## config.mk

```make
export PLATFORM = sky130hd
export DESIGN_NAME = posix_bre_tokenizer_top_flat
export DESIGN_NICKNAME = d
export VERILOG_FILES = /design/src/rtl/pbt_pkg.sv /design/src/rtl/pbt_if.sv /design/src/rtl/pbt_core.sv /design/src/rtl/posix_bre_tokenizer_top.sv /design/src/flat_wrapper.sv
export SDC_FILE = /design/constraint.sdc
export NUM_CORES = 2
export LEC_CHECK = 0
export ABC_AREA = 1
export BUFFER_PORTS_ARGS = -buffer_cell sky130_fd_sc_hd__buf_2
export CAP_MARGIN = 30
export CELL_PAD_IN_SITES_DETAIL_PLACEMENT = 1
export CELL_PAD_IN_SITES_GLOBAL_PLACEMENT = 2
export CORE_MARGIN = 3
export CORE_UTILIZATION = 39
export DETAILED_ROUTE_END_ITERATION = 8
export GPL_ROUTABILITY_DRIVEN = 0
export PLACE_DENSITY = 0.84
export SYNTH_ARGS = -nofsm -noshare
export SYNTH_HDL_FRONTEND = slang
export SYNTH_SLANG_ARGS = --single-unit
```

## constraint.sdc

```tcl
create_clock -name clk -period 8.4 [get_ports clk]
set_clock_uncertainty 0.2 [all_clocks]
set_input_delay 0.84 -clock clk [delete_from_list [all_inputs] [get_ports clk]]
set_output_delay 0.84 -clock clk [all_outputs]
set_load 0.02 [all_outputs]
```

## src/rtl/pbt_pkg.sv

```systemverilog
// Package for the basic-regex tokenizer: token kinds, scan modes, error codes,
// character constants and the result record. No dependencies.
`timescale 1ns / 1ps
package pbt_pkg;
	localparam int CP_W = 21;
	localparam int BOUND_W = 16;
	localparam int BOUND_WIDTH = 16;
	localparam int MAX_RES = 3;
	localparam int QD = 8;
	localparam int QD_AW = $clog2(QD);
	localparam int QD_CW = $clog2(QD + 1);

	typedef logic [CP_W-1:0] cp_t;
	typedef logic [BOUND_W-1:0] bound_t;

	localparam logic [4:0] TK_CHAR = 5'd0;
	localparam logic [4:0] TK_OPEN = 5'd1;
	localparam logic [4:0] TK_CLOSE = 5'd2;
	localparam logic [4:0] TK_CARET = 5'd3;
	localparam logic [4:0] TK_RANGE = 5'd4;
	localparam logic [4:0] TK_COLL = 5'd5;
	localparam logic [4:0] TK_CLASS = 5'd6;
	localparam logic [4:0] TK_EQUIV = 5'd7;
	localparam logic [4:0] TK_GOPEN = 5'd8;
	localparam logic [4:0] TK_GCLOSE = 5'd9;
	localparam logic [4:0] TK_STAR = 5'd10;
	localparam logic [4:0] TK_PLUS = 5'd11;
	localparam logic [4:0] TK_QMARK = 5'd12;
	localparam logic [4:0] TK_ATLEAST = 5'd13;
	localparam logic [4:0] TK_ATMOST = 5'd14;
	localparam logic [4:0] TK_BETWEEN = 5'd15;
	localparam logic [4:0] TK_UNION = 5'd16;
	localparam logic [4:0] TK_BACKREF = 5'd17;
	localparam logic [4:0] TK_DOT = 5'd18;
	localparam logic [4:0] TK_BOL = 5'd19;
	localparam logic [4:0] TK_EOL = 5'd20;

	localparam logic [3:0] ERR_NONE = 4'd0;
	localparam logic [3:0] ERR_UNT_COLL = 4'd1;
	localparam logic [3:0] ERR_UNT_CLASS = 4'd2;
	localparam logic [3:0] ERR_UNT_EQUIV = 4'd3;
	localparam logic [3:0] ERR_EMPTY = 4'd4;
	localparam logic [3:0] ERR_COMMA = 4'd5;
	localparam logic [3:0] ERR_NOCLOSE = 4'd6;
	localparam logic [3:0] ERR_NOBOUND = 4'd7;
	localparam logic [3:0] ERR_TRUNC = 4'd8;

	typedef enum logic [11:0] {
		M_NORMAL = 12'b0000_0000_0001, M_ESCAPE = 12'b0000_0000_0010,
		M_INT_LOW = 12'b0000_0000_0100, M_INT_HIGH = 12'b0000_0000_1000,
		M_INT_CLOSE = 12'b0000_0001_0000, M_BR_START = 12'b0000_0010_0000,
		M_BR_CARET = 12'b0000_0100_0000, M_BR_BODY = 12'b0000_1000_0000,
		M_BR_RANGE = 12'b0001_0000_0000, M_NAME_COLL = 12'b0010_0000_0000,
		M_NAME_CLASS = 12'b0100_0000_0000, M_NAME_EQUIV = 12'b1000_0000_0000
	} mode_t;

	localparam cp_t C_LBRK = 21'h5B;
	localparam cp_t C_RBRK = 21'h5D;
	localparam cp_t C_BSL = 21'h5C;
	localparam cp_t C_DOT = 21'h2E;
	localparam cp_t C_STAR = 21'h2A;
	localparam cp_t C_CARET = 21'h5E;
	localparam cp_t C_DOLLAR = 21'h24;
	localparam cp_t C_PIPE = 21'h7C;
	localparam cp_t C_LPAR = 21'h28;
	localparam cp_t C_RPAR = 21'h29;
	localparam cp_t C_LBRACE = 21'h7B;
	localparam cp_t C_RBRACE = 21'h7D;
	localparam cp_t C_QMARK = 21'h3F;
	localparam cp_t C_PLUS = 21'h2B;
	localparam cp_t C_COMMA = 21'h2C;
	localparam cp_t C_COLON = 21'h3A;
	localparam cp_t C_EQ = 21'h3D;
	localparam cp_t C_MINUS = 21'h2D;
	localparam cp_t C_ZERO = 21'h30;
	localparam cp_t C_ONE = 21'h31;
	localparam cp_t C_NINE = 21'h39;

	typedef struct packed {
		logic [4:0] token_kind;
		cp_t char_value;
		logic name_end;
		bound_t lower_bound;
		bound_t upper_bound;
		logic [3:0] error_code;
		logic last_token;
	} res_t;

	typedef struct packed {
		logic [1:0] count;
		res_t [MAX_RES-1:0] res;
	} res_set_t;
endpackage

```

## src/rtl/pbt_if.sv

```systemverilog
// Valid/ready channel interfaces: one for pattern characters, one for tokens.
// Depends on pbt_pkg.
`timescale 1ns / 1ps
interface pbt_in_if;
	logic valid;
	logic ready;
	pbt_pkg::cp_t code_point;
	logic last_char;
	modport source (output valid, code_point, last_char, input ready);
	modport sink (input valid, code_point, last_char, output ready);
endinterface

interface pbt_out_if;
	logic valid;
	logic ready;
	pbt_pkg::res_t tok;
	modport source (output valid, tok, input ready);
	modport sink (input valid, tok, output ready);
endinterface

```

## src/rtl/pbt_core.sv

```systemverilog
// Next-state and result logic for one pattern character.
// Depends on pbt_pkg.
`timescale 1ns / 1ps
module pbt_core (
	input pbt_pkg::cp_t c,
	input logic last,
	input pbt_pkg::mode_t mode_q,
	input logic bopen_q,
	input pbt_pkg::cp_t [2:0] hist_q,
	input pbt_pkg::cp_t [1:0] held_q,
	input logic [1:0] hcnt_q,
	input logic [1:0] pos_q,
	input pbt_pkg::bound_t lo_q,
	input pbt_pkg::bound_t hi_q,
	input logic [1:0] bf_q,
	input logic [3:0] elatch_q,
	output pbt_pkg::mode_t mode_d,
	output logic bopen_d,
	output pbt_pkg::cp_t [2:0] hist_d,
	output pbt_pkg::cp_t [1:0] held_d,
	output logic [1:0] hcnt_d,
	output logic [1:0] pos_d,
	output pbt_pkg::bound_t lo_d,
	output pbt_pkg::bound_t hi_d,
	output logic [1:0] bf_d,
	output logic [3:0] elatch_d,
	output pbt_pkg::res_set_t rs
);
	import pbt_pkg::*;

	function automatic bound_t acc(bound_t a, logic [3:0] d);
		logic [BOUND_W+4:0] t;
		begin
			t = {5'd0, a} * (BOUND_W+5)'(10) + (BOUND_W+5)'(d);
			acc = (t > (BOUND_W+5)'({BOUND_W{1'b1}})) ? {BOUND_W{1'b1}} : t[BOUND_W-1:0];
		end
	endfunction

	res_t r [MAX_RES];
	logic [1:0] n;
	logic [3:0] err;
	mode_t m;
	logic bo;
	cp_t [1:0] hd;
	logic [1:0] hc;
	bound_t lo, hi;
	logic [1:0] bf;
	logic normal;
	logic isd, lit;
	logic [4:0] nk;
	cp_t dl, x;
	res_t z;

	always_comb begin
		z = '0;
		for (int i = 0; i < MAX_RES; i++) r[i] = z;
		n = 2'd0;
		err = ERR_NONE;
		m = mode_q; bo = bopen_q; hd = held_q; hc = hcnt_q;
		lo = lo_q; hi = hi_q; bf = bf_q;
		normal = 1'b0; lit = 1'b0;
		isd = (c >= C_ZERO) && (c <= C_NINE);
		nk = TK_EQUIV; dl = C_EQ; x = held_q[0];
		unique case (mode_q)
			M_NORMAL: begin
				normal = 1'b1;
				if (hcnt_q != 2'd0) begin
					if (c == C_BSL) begin
						m = M_ESCAPE; normal = 1'b0;
					end else begin
						r[0].char_value = C_DOLLAR; n = 2'd1; hc = 2'd0;
					end
				end
			end
			M_ESCAPE: begin
				m = M_NORMAL;
				if (hcnt_q != 2'd0) begin
					if (c == C_RPAR || c == C_PIPE) r[0].token_kind = TK_EOL;
					else r[0].char_value = C_DOLLAR;
					n = 2'd1; hc = 2'd0;
				end
				if (c == C_LBRACE) begin
					m = M_INT_LOW; lo = '0; hi = '0; bf = 2'd0;
				end else begin
					r[n] = z;
					if (c == C_LPAR) r[n].token_kind = TK_GOPEN;
					else if (c == C_RPAR) r[n].token_kind = TK_GCLOSE;
					else if (c == C_QMARK) r[n].token_kind = TK_QMARK;
					else if (c == C_PLUS) r[n].token_kind = TK_PLUS;
					else if (c == C_STAR) r[n].token_kind = TK_STAR;
					else if (c == C_PIPE) r[n].token_kind = TK_UNION;
					else if (c >= C_ONE && c <= C_NINE) begin
						r[n].token_kind = TK_BACKREF; r[n].char_value = c - C_ZERO;
					end else r[n].char_value = c;
					n = n + 2'd1;
				end
			end
			M_INT_LOW: begin
				if (isd) begin
					lo = acc(lo_q, c[3:0]); bf[0] = 1'b1;
				end else if (c == C_COMMA) m = M_INT_HIGH;
				else err = ERR_COMMA;
			end
			M_INT_HIGH: begin
				if (isd) begin
					hi = acc(hi_q, c[3:0]); bf[1] = 1'b1;
				end else if (c == C_BSL) m = M_INT_CLOSE;
				else err = ERR_NOCLOSE;
			end
			M_INT_CLOSE: begin
				if (c != C_RBRACE) err = ERR_NOCLOSE;
				else begin
					m = M_NORMAL;
					case (bf_q)
						2'd3: begin
							r[0].token_kind = TK_BETWEEN; r[0].lower_bound = lo_q;
							r[0].upper_bound = hi_q; n = 2'd1;
						end
						2'd1: begin
							r[0].token_kind = TK_ATLEAST; r[0].lower_bound = lo_q; n = 2'd1;
						end
						2'd2: begin
							r[0].token_kind = TK_ATMOST; r[0].upper_bound = hi_q; n = 2'd1;
						end
						default: err = ERR_NOBOUND;
					endcase
				end
			end
			M_BR_START, M_BR_CARET, M_BR_BODY, M_BR_RANGE: begin
				logic go;
				go = 1'b1;
				if (hcnt_q != 2'd0) begin
					hc = 2'd0;
					if (held_q[0] == C_LBRK) begin
						if (c == C_DOT) begin m = M_NAME_COLL; go = 1'b0; end
						else if (c == C_COLON) begin m = M_NAME_CLASS; go = 1'b0; end
						else if (c == C_EQ) begin m = M_NAME_EQUIV; go = 1'b0; end
						else begin
							r[0].char_value = C_LBRK; n = 2'd1; m = M_BR_RANGE;
						end
					end else begin
						if (c == C_RBRK) r[0].char_value = C_MINUS;
						else r[0].token_kind = TK_RANGE;
						n = 2'd1; m = M_BR_BODY;
					end
				end
				if (go) begin
					r[n] = z;
					if (c == C_RBRK) begin
						if (m == M_BR_START || m == M_BR_CARET) begin
							r[n].char_value = C_RBRK; m = M_BR_BODY;
						end else begin
							r[n].token_kind = TK_CLOSE; m = M_NORMAL; bo = 1'b0;
						end
						n = n + 2'd1;
					end else if (c == C_CARET) begin
						if (m == M_BR_START) begin
							r[n].token_kind = TK_CARET; m = M_BR_CARET;
						end else begin
							r[n].char_value = C_CARET; m = M_BR_BODY;
						end
						n = n + 2'd1;
					end else if (c == C_LBRK) begin
						hd[0] = C_LBRK; hc = 2'd1;
					end else if (c == C_MINUS && m == M_BR_RANGE) begin
						hd[0] = C_MINUS; hc = 2'd1;
					end else begin
						r[n].char_value = c; n = n + 2'd1; m = M_BR_RANGE;
					end
				end
			end
			M_NAME_COLL, M_NAME_CLASS, M_NAME_EQUIV: begin
				if (mode_q == M_NAME_COLL) begin nk = TK_COLL; dl = C_DOT; end
				else if (mode_q == M_NAME_CLASS) begin nk = TK_CLASS; dl = C_COLON; end
				if (hcnt_q == 2'd0) begin
					hd[0] = c; hc = 2'd1;
				end else if (hcnt_q == 2'd1) begin
					if (x == dl && c == C_RBRK) err = ERR_EMPTY;
					else if (c == dl) begin hd[1] = dl; hc = 2'd2; end
					else begin
						r[0].token_kind = nk; r[0].char_value = x; n = 2'd1; hd[0] = c;
					end
				end else begin
					r[0].token_kind = nk; r[0].char_value = x; n = 2'd1;
					if (c == C_RBRK) begin
						r[0].name_end = 1'b1; hc = 2'd0;
						m = (nk == TK_COLL) ? M_BR_RANGE : M_BR_BODY;
					end else if (c == dl) hd[0] = dl;
					else begin
						r[1].token_kind = nk; r[1].char_value = dl; n = 2'd2;
						hd[0] = c; hc = 2'd1;
					end
				end
			end
			default: begin
				m = M_NORMAL; hc = 2'd0; normal = 1'b1;
			end
		endcase

		if (normal) begin
			r[n] = z;
			if (c == C_LBRK) begin
				r[n].token_kind = TK_OPEN; n = n + 2'd1; m = M_BR_START; bo = 1'b1;
			end else if (c == C_BSL) m = M_ESCAPE;
			else if (c == C_DOT) begin
				r[n].token_kind = TK_DOT; n = n + 2'd1;
			end else if (c == C_STAR) begin
				lit = (pos_q == 2'd0) || (pos_q == 2'd1 && hist_q[0] == C_CARET) ||
					(pos_q >= 2'd2 && (hist_q[0] == C_PIPE || hist_q[0] == C_LPAR) &&
					hist_q[1] == C_BSL) ||
					(pos_q == 2'd3 && (hist_q[1] == C_PIPE || hist_q[1] == C_LPAR) &&
					hist_q[2] == C_BSL && hist_q[0] == C_CARET);
				if (lit) r[n].char_value = C_STAR; else r[n].token_kind = TK_STAR;
				n = n + 2'd1;
			end else if (c == C_CARET) begin
				if (pos_q == 2'd0 || (pos_q >= 2'd2 && hist_q[1] == C_BSL &&
					(hist_q[0] == C_LPAR || hist_q[0] == C_PIPE)))
					r[n].token_kind = TK_BOL;
				else r[n].char_value = C_CARET;
				n = n + 2'd1;
			end else if (c == C_DOLLAR) begin
				hd[0] = C_DOLLAR; hc = 2'd1;
			end else begin
				r[n].char_value = c; n = n + 2'd1;
			end
		end

		if (err == ERR_NONE && last) begin
			r[n] = z;
			case (m)
				M_ESCAPE, M_INT_LOW, M_INT_HIGH: err = ERR_TRUNC;
				M_INT_CLOSE: err = ERR_NOCLOSE;
				M_NAME_COLL: err = ERR_UNT_COLL;
				M_NAME_CLASS: err = ERR_UNT_CLASS;
				M_NAME_EQUIV: err = ERR_UNT_EQUIV;
				M_NORMAL: if (hc != 2'd0) begin
					r[n].token_kind = TK_EOL; n = n + 2'd1;
				end
				default: if (hc != 2'd0) begin
					if (hd[0] == C_LBRK) r[n].char_value = C_LBRK;
					else r[n].token_kind = TK_RANGE;
					n = n + 2'd1;
				end
			endcase
		end

		if (err != ERR_NONE) begin
			for (int i = 0; i < MAX_RES; i++) r[i] = z;
			r[0].error_code = err; n = 2'd1;
		end

		if (elatch_q != ERR_NONE) n = 2'd0;
		for (int i = 0; i < MAX_RES; i++) r[i].last_token = (n == 2'(i + 1));
		rs.count = n;
		for (int i = 0; i < MAX_RES; i++) rs.res[i] = r[i];

		if (last) begin
			mode_d = M_NORMAL; bopen_d = 1'b0; hist_d = '0; held_d = '0; hcnt_d = 2'd0;
			pos_d = 2'd0; lo_d = '0; hi_d = '0; bf_d = 2'd0; elatch_d = ERR_NONE;
		end else if (elatch_q != ERR_NONE) begin
			mode_d = mode_q; bopen_d = bopen_q; hist_d = hist_q; held_d = held_q;
			hcnt_d = hcnt_q; pos_d = pos_q; lo_d = lo_q; hi_d = hi_q; bf_d = bf_q;
			elatch_d = elatch_q;
		end else begin
			mode_d = m; bopen_d = bo; held_d = hd; hcnt_d = hc;
			lo_d = lo; hi_d = hi; bf_d = bf; elatch_d = err;
			hist_d = {hist_q[1], hist_q[0], c};
			pos_d = (pos_q == 2'd3) ? pos_q : pos_q + 2'd1;
		end
	end
endmodule

```

## src/rtl/posix_bre_tokenizer_top.sv

```systemverilog
// Top level of the basic-regex tokenizer: input register, tokenizer state,
// result queue. Depends on pbt_pkg, pbt_if and pbt_core.
`timescale 1ns / 1ps
// Takes one pattern character per cycle while the queue has room and emits zero
// to three tokens for it, one token per cycle on the output channel while the
// receiver is ready. An accepted character is registered, decoded in the next
// cycle and its tokens enter an eight-deep queue, from which they are offered in
// order; input is taken while no more than two tokens are queued, which leaves
// room for the registered character's tokens plus a new one's. Throughput is one
// character per cycle as long as characters average no more than one token; the
// queue drain rate of one token per cycle sets the limit otherwise.
module posix_bre_tokenizer_top (
	input logic clk,
	input logic arst_n,
	pbt_in_if.sink in_ch,
	pbt_out_if.source out_ch
);
	import pbt_pkg::*;

	logic v_s1;
	cp_t c_s1;
	logic last_s1;
	mode_t mode_q, mode_d;
	logic bopen_q, bopen_d;
	cp_t [2:0] hist_q, hist_d;
	cp_t [1:0] held_q, held_d;
	logic [1:0] hcnt_q, hcnt_d, pos_q, pos_d, bf_q, bf_d;
	bound_t lo_q, lo_d, hi_q, hi_d;
	logic [3:0] elatch_q, elatch_d;
	res_set_t rs;
	res_t q_q [QD];
	logic [QD_AW-1:0] wp_q, rp_q;
	logic [QD_CW-1:0] cnt_q, cnt_d, wr_n;
	logic pop;

	pbt_core u_core (
		.c(c_s1), .last(last_s1), .mode_q(mode_q), .bopen_q(bopen_q), .hist_q(hist_q),
		.held_q(held_q), .hcnt_q(hcnt_q), .pos_q(pos_q), .lo_q(lo_q), .hi_q(hi_q),
		.bf_q(bf_q), .elatch_q(elatch_q), .mode_d(mode_d), .bopen_d(bopen_d),
		.hist_d(hist_d), .held_d(held_d), .hcnt_d(hcnt_d), .pos_d(pos_d), .lo_d(lo_d),
		.hi_d(hi_d), .bf_d(bf_d), .elatch_d(elatch_d), .rs(rs)
	);

	// room for the registered item's results plus a new one's
	assign in_ch.ready = (cnt_q <= QD_CW'(QD - 2 * MAX_RES));
	assign out_ch.valid = (cnt_q != '0);
	assign out_ch.tok = q_q[rp_q];
	assign pop = out_ch.valid && out_ch.ready;
	assign wr_n = v_s1 ? QD_CW'(rs.count) : '0;
	assign cnt_d = cnt_q + wr_n - QD_CW'(pop);

	always_ff @(posedge clk or negedge arst_n) begin
		if (!arst_n) begin
			v_s1 <= 1'b0; mode_q <= M_NORMAL; bopen_q <= 1'b0; hist_q <= '0; held_q <= '0;
			hcnt_q <= 2'd0; pos_q <= 2'd0; lo_q <= '0; hi_q <= '0; bf_q <= 2'd0;
			elatch_q <= ERR_NONE; wp_q <= '0; rp_q <= '0; cnt_q <= '0;
		end else begin
			v_s1 <= in_ch.valid && in_ch.ready;
			if (v_s1) begin
				mode_q <= mode_d; bopen_q <= bopen_d; hist_q <= hist_d; held_q <= held_d;
				hcnt_q <= hcnt_d; pos_q <= pos_d; lo_q <= lo_d; hi_q <= hi_d; bf_q <= bf_d;
				elatch_q <= elatch_d;
				wp_q <= wp_q + wr_n[QD_AW-1:0];
			end
			if (pop) rp_q <= rp_q + QD_AW'(1);
			cnt_q <= cnt_d;
		end
	end

	always_ff @(posedge clk) begin
		if (in_ch.valid && in_ch.ready) begin
			c_s1 <= in_ch.code_point;
			last_s1 <= in_ch.last_char;
		end
		if (v_s1) begin
			for (int i = 0; i < MAX_RES; i++)
				if (2'(i) < rs.count) q_q[wp_q + QD_AW'(i)] <= rs.res[i];
		end
	end
endmodule

```

## src/flat_wrapper.sv

```systemverilog
// flat-port wrapper written by rule: the top's interface ports become plain ports
module posix_bre_tokenizer_top_flat import pbt_pkg::*;
  (clk, arst_n, in_ch_valid, in_ch_code_point, in_ch_last_char, in_ch_ready, out_ch_valid, out_ch_tok, out_ch_ready);
  pbt_in_if in_ch_i ();
  pbt_out_if out_ch_i ();
  input logic clk;
  input logic arst_n;
  input wire logic [$bits(in_ch_i.valid)-1:0] in_ch_valid;
  input wire logic [$bits(in_ch_i.code_point)-1:0] in_ch_code_point;
  input wire logic [$bits(in_ch_i.last_char)-1:0] in_ch_last_char;
  output wire logic [$bits(in_ch_i.ready)-1:0] in_ch_ready;
  output wire logic [$bits(out_ch_i.valid)-1:0] out_ch_valid;
  output wire logic [$bits(out_ch_i.tok)-1:0] out_ch_tok;
  input wire logic [$bits(out_ch_i.ready)-1:0] out_ch_ready;
  assign in_ch_i.valid = in_ch_valid;
  assign in_ch_i.code_point = in_ch_code_point;
  assign in_ch_i.last_char = in_ch_last_char;
  assign in_ch_ready = in_ch_i.ready;
  assign out_ch_valid = out_ch_i.valid;
  assign out_ch_tok = out_ch_i.tok;
  assign out_ch_i.ready = out_ch_ready;
  posix_bre_tokenizer_top u_core (.clk(clk), .arst_n(arst_n), .in_ch(in_ch_i), .out_ch(out_ch_i));
endmodule
```

# [Yosys cells after proc, flatten, opt, wreduce, memory -nomap -nowiden]
# Memory sizes are Yosys's and may differ from the RTL's.
# Cells that the tools add are included.
# W data, S select, Z words.
[word_totals] reg_bits=171 ram_bits=512 in_bits=26 out_inout_bits=66 wordCells=476 mem_count=1
[classes] addsub=14 multipliers=2 magnitude_cmp=18 eq_ne=67 mux=293 n_bitwise=12 reduce_logical=51
[mem_list] memory="u_core.q_q" depth=8 word_bits=64 rd=1 rd_ports_with_merged_regs=0 write_ports=2 line="posix_bre_tokenizer_top.sv:31" source="res_t q_q [QD];"
[ops] op="$mux W192" count=29
[ops] op="$bwmux W192" count=24
[ops] op="$demux W64 S2" count=12
[ops] op="$and A192 B192 Y192" count=4
[ops] op="$not A192 Y192" count=4
[ops] op="$mux W64" count=9
[ops] op="$mux W21" count=21
[ops] op="$pmux W192 S2" count=1
[ops] op="$mux W12" count=26
[ops] op="$mux W26" count=11
[ops] op="$eq A21 B6 Y1 const B" count=13
[ops] op="$eq A21 B7 Y1 const B" count=13
[ops] op="$mux W59" count=4
[ops] op="$pmux W102 S2" count=1
[ops] op="$mux W16" count=11
[ops] op="$mux W63" count=2
[ops] op="$mux W2" count=57
[ops] op="$pmux W32 S3" count=1
[ops] op="$pmux W12 S7" count=1
[ops] op="$pmux W21 S4" count=1
[ops] op="$pmux W26 S3" count=1
[ops] op="$pmux W16 S2" count=2
[ops] op="$reduce_or A64 Y1" count=1
[ops] op="$add A20 B4 Y21" count=2
[ops] op="other kinds (72)" count=206

# [Depth between registers and ports, before layout]
[logic_depth] depth_word=38 depth_mapped=35 ltp_nobuf=33

# [Modules after synthesis]
# From an unflattened synthesis, not the netlist that was laid out.
[hier_totals] cells_unflattened=7573 hier_area_um2=53636.4
[by_module_without_submodules] mod="posix_bre_tokenizer_top" instances=1 cells_each=5143 area_each_um2=41353.4 seq_area_each_um2=20315.7
[by_module_without_submodules] mod="pbt_core" instances=1 cells_each=2430 area_each_um2=12283.0 seq_area_each_um2=0.0

# [Least setup slack after synthesis]
# OpenSTA, ideal clock, no wires.
[synth_timing] path_kind="register -> register" from="register u_core.hcnt_q[0]" to="memory u_core.q_q[1][0] (netlist name), enable pin" setup_ns=0.424 t_arrival_ns=5.977 t_required_ns=7.776 slack_ns=1.800 path_stages_with_launch=28 n_path_buf=7 synth_period_minus_slack_ns=6.600 cell_sequence="dfrtp_1 > inv_1 > nand2_2 > clkbuf_1 > clkbuf_1 > buf_1 > clkbuf_1 > clkbuf_1 > ha_1 > inv_1 > o211ai_1 > a31oi_1 > o21ai_0 > inv_1 > ha_1 > nor2_1 > nor2_1 > inv_1 > ha_1 > nand3_1 > nand3_2 > nor2_4 > nand2_4 > nor2_8 > nand2_1 > buf_2 > buf_2 > nand2_1"
[synth_rtl] element="start, declared" line="posix_bre_tokenizer_top.sv:27" source="logic [1:0] hcnt_q, hcnt_d, pos_q, pos_d, bf_q, bf_d;"
[synth_rtl] element="start signal, assigned" line="posix_bre_tokenizer_top.sv:55" source="hcnt_q <= 2'd0; pos_q <= 2'd0; lo_q <= '0; hi_q <= '0; bf_q <= 2'd0;"
[synth_rtl] element="start signal, assigned" line="posix_bre_tokenizer_top.sv:61" source="hcnt_q <= hcnt_d; pos_q <= pos_d; lo_q <= lo_d; hi_q <= hi_d; bf_q <= bf_d;"
[synth_rtl] element="end, declared" line="posix_bre_tokenizer_top.sv:31"

==> flow_summary_export.csv <==
group,metric,value,unit
run_status,outcome,"finished, final reports clean",
finish,seqCellArea,19800,sq um
grt,grt_pass1_vias,38740,
synthesis,synthArstFlopShare,21.8,%
synthesis,netlist_top_cells_count,"nand2_1, nor2_1, edfxtp_1",
clocking,cts_tree,"built",
synthesis,synth_top_family_by_area,"simple AND/OR/NAND/NOR gates",
critical_path,r2r-end,"u_core.q_q[6][35]",
placed_design,dpl.hpwl,114,mm
timing,rsz0062_at_grt,"no",
timing,min_period,7.62,ns
critical_path,r2r.worst_path.cells,33,
grt,grt_max_degree,98,
floorplan,io_pins,92,
route,vias,38313,
synthesis,synthCells,5123,
timing,finalCritPeriodShare,90.7,%
critical_path,r2r_slack,0.78,ns
synthesis,synth_cell_type_count,72,
finish,multi_input_area,19300,sq um
critical_path,startpoint,"u_core.c_s1[4]",
grt,overflow,0,
critical_path,cpMaxStageDelayCell,"edfxtp_1",
synthesis,synth_simple_gate_area_share,28.4,%
timing,tns,0,ns
critical_path,required,8.53,ns
timing,worstMarginPinSlew,1.16,ns
route,drc_errors,0,
clocking,cts.sinks,683,
synthesis,ys_ff_latch,683,
finish,final_core_util,43.8,%
route,drt-total-wl,164,mm
timing,setup_viol,0,
clocking,postCtsSetupBuffers,0,
grt,grt_pass1_wl,247,mm
clocking,cts_made_buffers,78,
clocking,clock_latency,0.67,ns
critical_path,critPathCaptureType,"flop",
floorplan,rows,119,
critical_path,arrival,7.74,ns
min_path,hp-class,"in -> reg",
floorplan,core_area,106000,sq um
synthesis,yosysSeqAreaShare,47.5,%
synthesis,yosys_most_used_dff,"edfxtp_1",
floorplan,die_w,333,microns
route,antenna_left,0,
synthesis,synth.net_count,5242,
clocking,cts_root_buf,"clkbuf_16",
timing,timing_hold_violations_final,0,
power,sequentialPowerShare,35.2,%
power,fin_total_pwr,12.3,mW
clocking,cts_buffer_depth,3,
finish,fillers,12677,
route,dr.pass1.iters,5,
power,power.internal,7.28,mW
synthesis,yosys-top-cells-area,"edfxtp_1, nand2_1, nor2_1",
route,dr.first_iter.drc_count,3549,
timing,slew_headroom,22.3,%
critical_path,max_stage_delay,0.71,ns
synthesis,ys_warn_count,0,
power,ir_worst_vdd,0.172,mV
synthesis,synth_area,41600,sq um
critical_path,endpoint,"u_core.q_q[6][35]",
synthesis,yosysTopAreaCellShare,38.5,%
power,netSwitchingFraction,40.9,%
synthesis,synthAdderAreaFrac,2.90,%
critical_path,setup.worst_path.class,"reg -> reg",
synthesis,syn-mean-instance-area,8.12,sq um
power,switching_power,5.04,mW
job,maxCapViolCount,0,
floorplan,die_h,333,microns
critical_path,cp-start-kind,"flop",
synthesis,yosysMostFrequentCell,"nand2_1",
grt,antenna_found_initial,2,
synthesis,synth_xor_area_share,1.22,%
power,p_per_area,267,nW/um^2
finish,area_growth,11.1,%
clocking,clk_pin_slew,0.06,ns
power,leakagePower,19.8,nW
finish,drive_gt1_share,10.1,%
placed_design,io_buffers,91,
timing,fmaxAchievable,0.131,GHz
critical_path,r2r-start,"u_core.c_s1[4]",
critical_path,crit_fanout,23,
power,clock_power_share,28.1,%
floorplan,start_util,39.4,%
power,combPwrFrac,36.8,%
critical_path,critPathMostFrequentCell,"nand2_1",
floorplan,dieArea,111000,sq um
clocking,htree_num_levels,3,
route,post_drt_wl_per_cell,24.9,microns
timing,maxSlewViolCount,0,
synthesis,yosysTopAreaCell,"edfxtp_1",
grt,grtUsageTotal,29.1,%
synthesis,synth_edf_count,534,
synthesis,synth_compound_area_share,13.6,%
finish,fin_nets,5255,
route,viasPerCell,5.81,
synthesis,synth_mux_area_share,0,%
critical path, delay by kind of cell (launching register included):
kind	cells	cell delay (ns)
and+or+nand+nor	21	3.25
adders and majority gates	4	1.32
buffers and inverters	5	1.20
DFF	1	0.71
AOI/OAI and AO/OA	2	0.35
xor gates and xnor gates	1	0.18
routing by layer:
layer  global-route usage (%)  up-vias  wire, microns
li1                         -    17499              -
met1                     39.8    19090          71400
met2                     46.8     1433          74700
met3                     4.87      289          12200
met4                     10.3        2           6010
met5                        0        -             13
cells in the final DEF (no fill, tap or decap), types with 11 or more instances in the layout:
master,count
a21oi_1,89
a22oi_1,13
a31oi_1,123
buf_12,12
buf_2,90
buf_4,79
clkbuf_1,12
clkbuf_16,78
clkinv_1,27
dfrtp_1,146
edfxtp_1,534
ha_1,87
inv_1,344
inv_2,35
nand2_1,1075
nand2_2,34
nand2_4,22
nand3_1,300
nand3_2,15
nand4_1,54
nand4_4,25
nor2_1,1014
nor2_2,26
nor3_1,52
nor4_1,20
o211ai_1,15
o21ai_0,425
o21ai_1,43
o21ai_4,11
o21bai_1,15
o221ai_1,12
o22ai_1,145
o31ai_1,11
xnor2_1,17
xor2_1,39
area by class of cell:
class	instances	share of cell area (%)
clock inverter	47	1.07
inverter	393	3.23
multi-input combinational	3791	41.7
sequential	683	42.8
antenna	1	0.00541
clock buffer	94	4.44
tap	1391	3.76
timing repair buffer	189	3.05
repair_timing:
| action | CTS | global route |
|---|---|---|
| endpoints found under the hold margin | 22 | 0 |
| gates resized for setup | 0 | 0 |
| hold buffers | 1 | 0 |
power by group through the flow:
stage,Sequential (mW),Combinational [mW],Clock (mW)
2_1_floorplan,4.24,2.93,0
3_3_place_gp,4.38,4.39,0
3_5_place_dp,4.39,4.50,0
4_1_cts,4.33,4.52,3.51
5_1_grt,4.36,4.95,3.63
6_report,4.33,4.53,3.46
stage by stage:
stage / hold WS, ns / setup WS, ns / std cells / area [sq um]
after floorplan: 0.253 / 1.80 / 5123 / 41600
after global placement: 0.269 / 1.11 / 6434 / 43500
after detailed placement: 0.277 / 1.02 / 6442 / 43600
after CTS: 0.104 / 0.982 / 6584 / 46200
after global routing: 0.132 / 0.353 / 6588 / 46200
final: 0.146 / 0.782 / 6589 / 46200
logic make-up after synthesis:
group,after synthesis
AO/OA/AOI/OAI,958
adder cells (fa/ha/maj),93
XOR/XNOR,57
AND/OR/NAND/NOR,2683
flip-flops,683
buffers and inverters,649
how the worst min path moves through the flow:
stage,from,end,cells after the start
floorplan,u_core.hist_q[48],u_core.hist_q[48],2
global route,in_ch_code_point[6],u_core.c_s1[6],1
CTS,in_ch_code_point[6],u_core.c_s1[6],1
detailed placement,u_core.hist_q[43],u_core.hist_q[43],2
global placement,u_core.hist_q[43],u_core.hist_q[43],2
finish,in_ch_code_point[6],u_core.c_s1[6],1
flip-flops by register name, summed over array words and instances (netlist names):
signal           flops
u_core.hi_q         16
u_core.lo_q         16
u_core.held_q       21
u_core.c_s1         21
u_core.last_s1       1
u_core.q_q         512
u_core.hcnt_q        2
u_core.hist_q       63
u_core.v_s1          1
u_core.bf_q          2
u_core.wp_q          3
u_core.cnt_q         4
u_core.elatch_q      4
u_core.rp_q          3
u_core.mode_q       12
u_core.pos_q         2
Note: power is estimated with default switching activity, not from simulation.
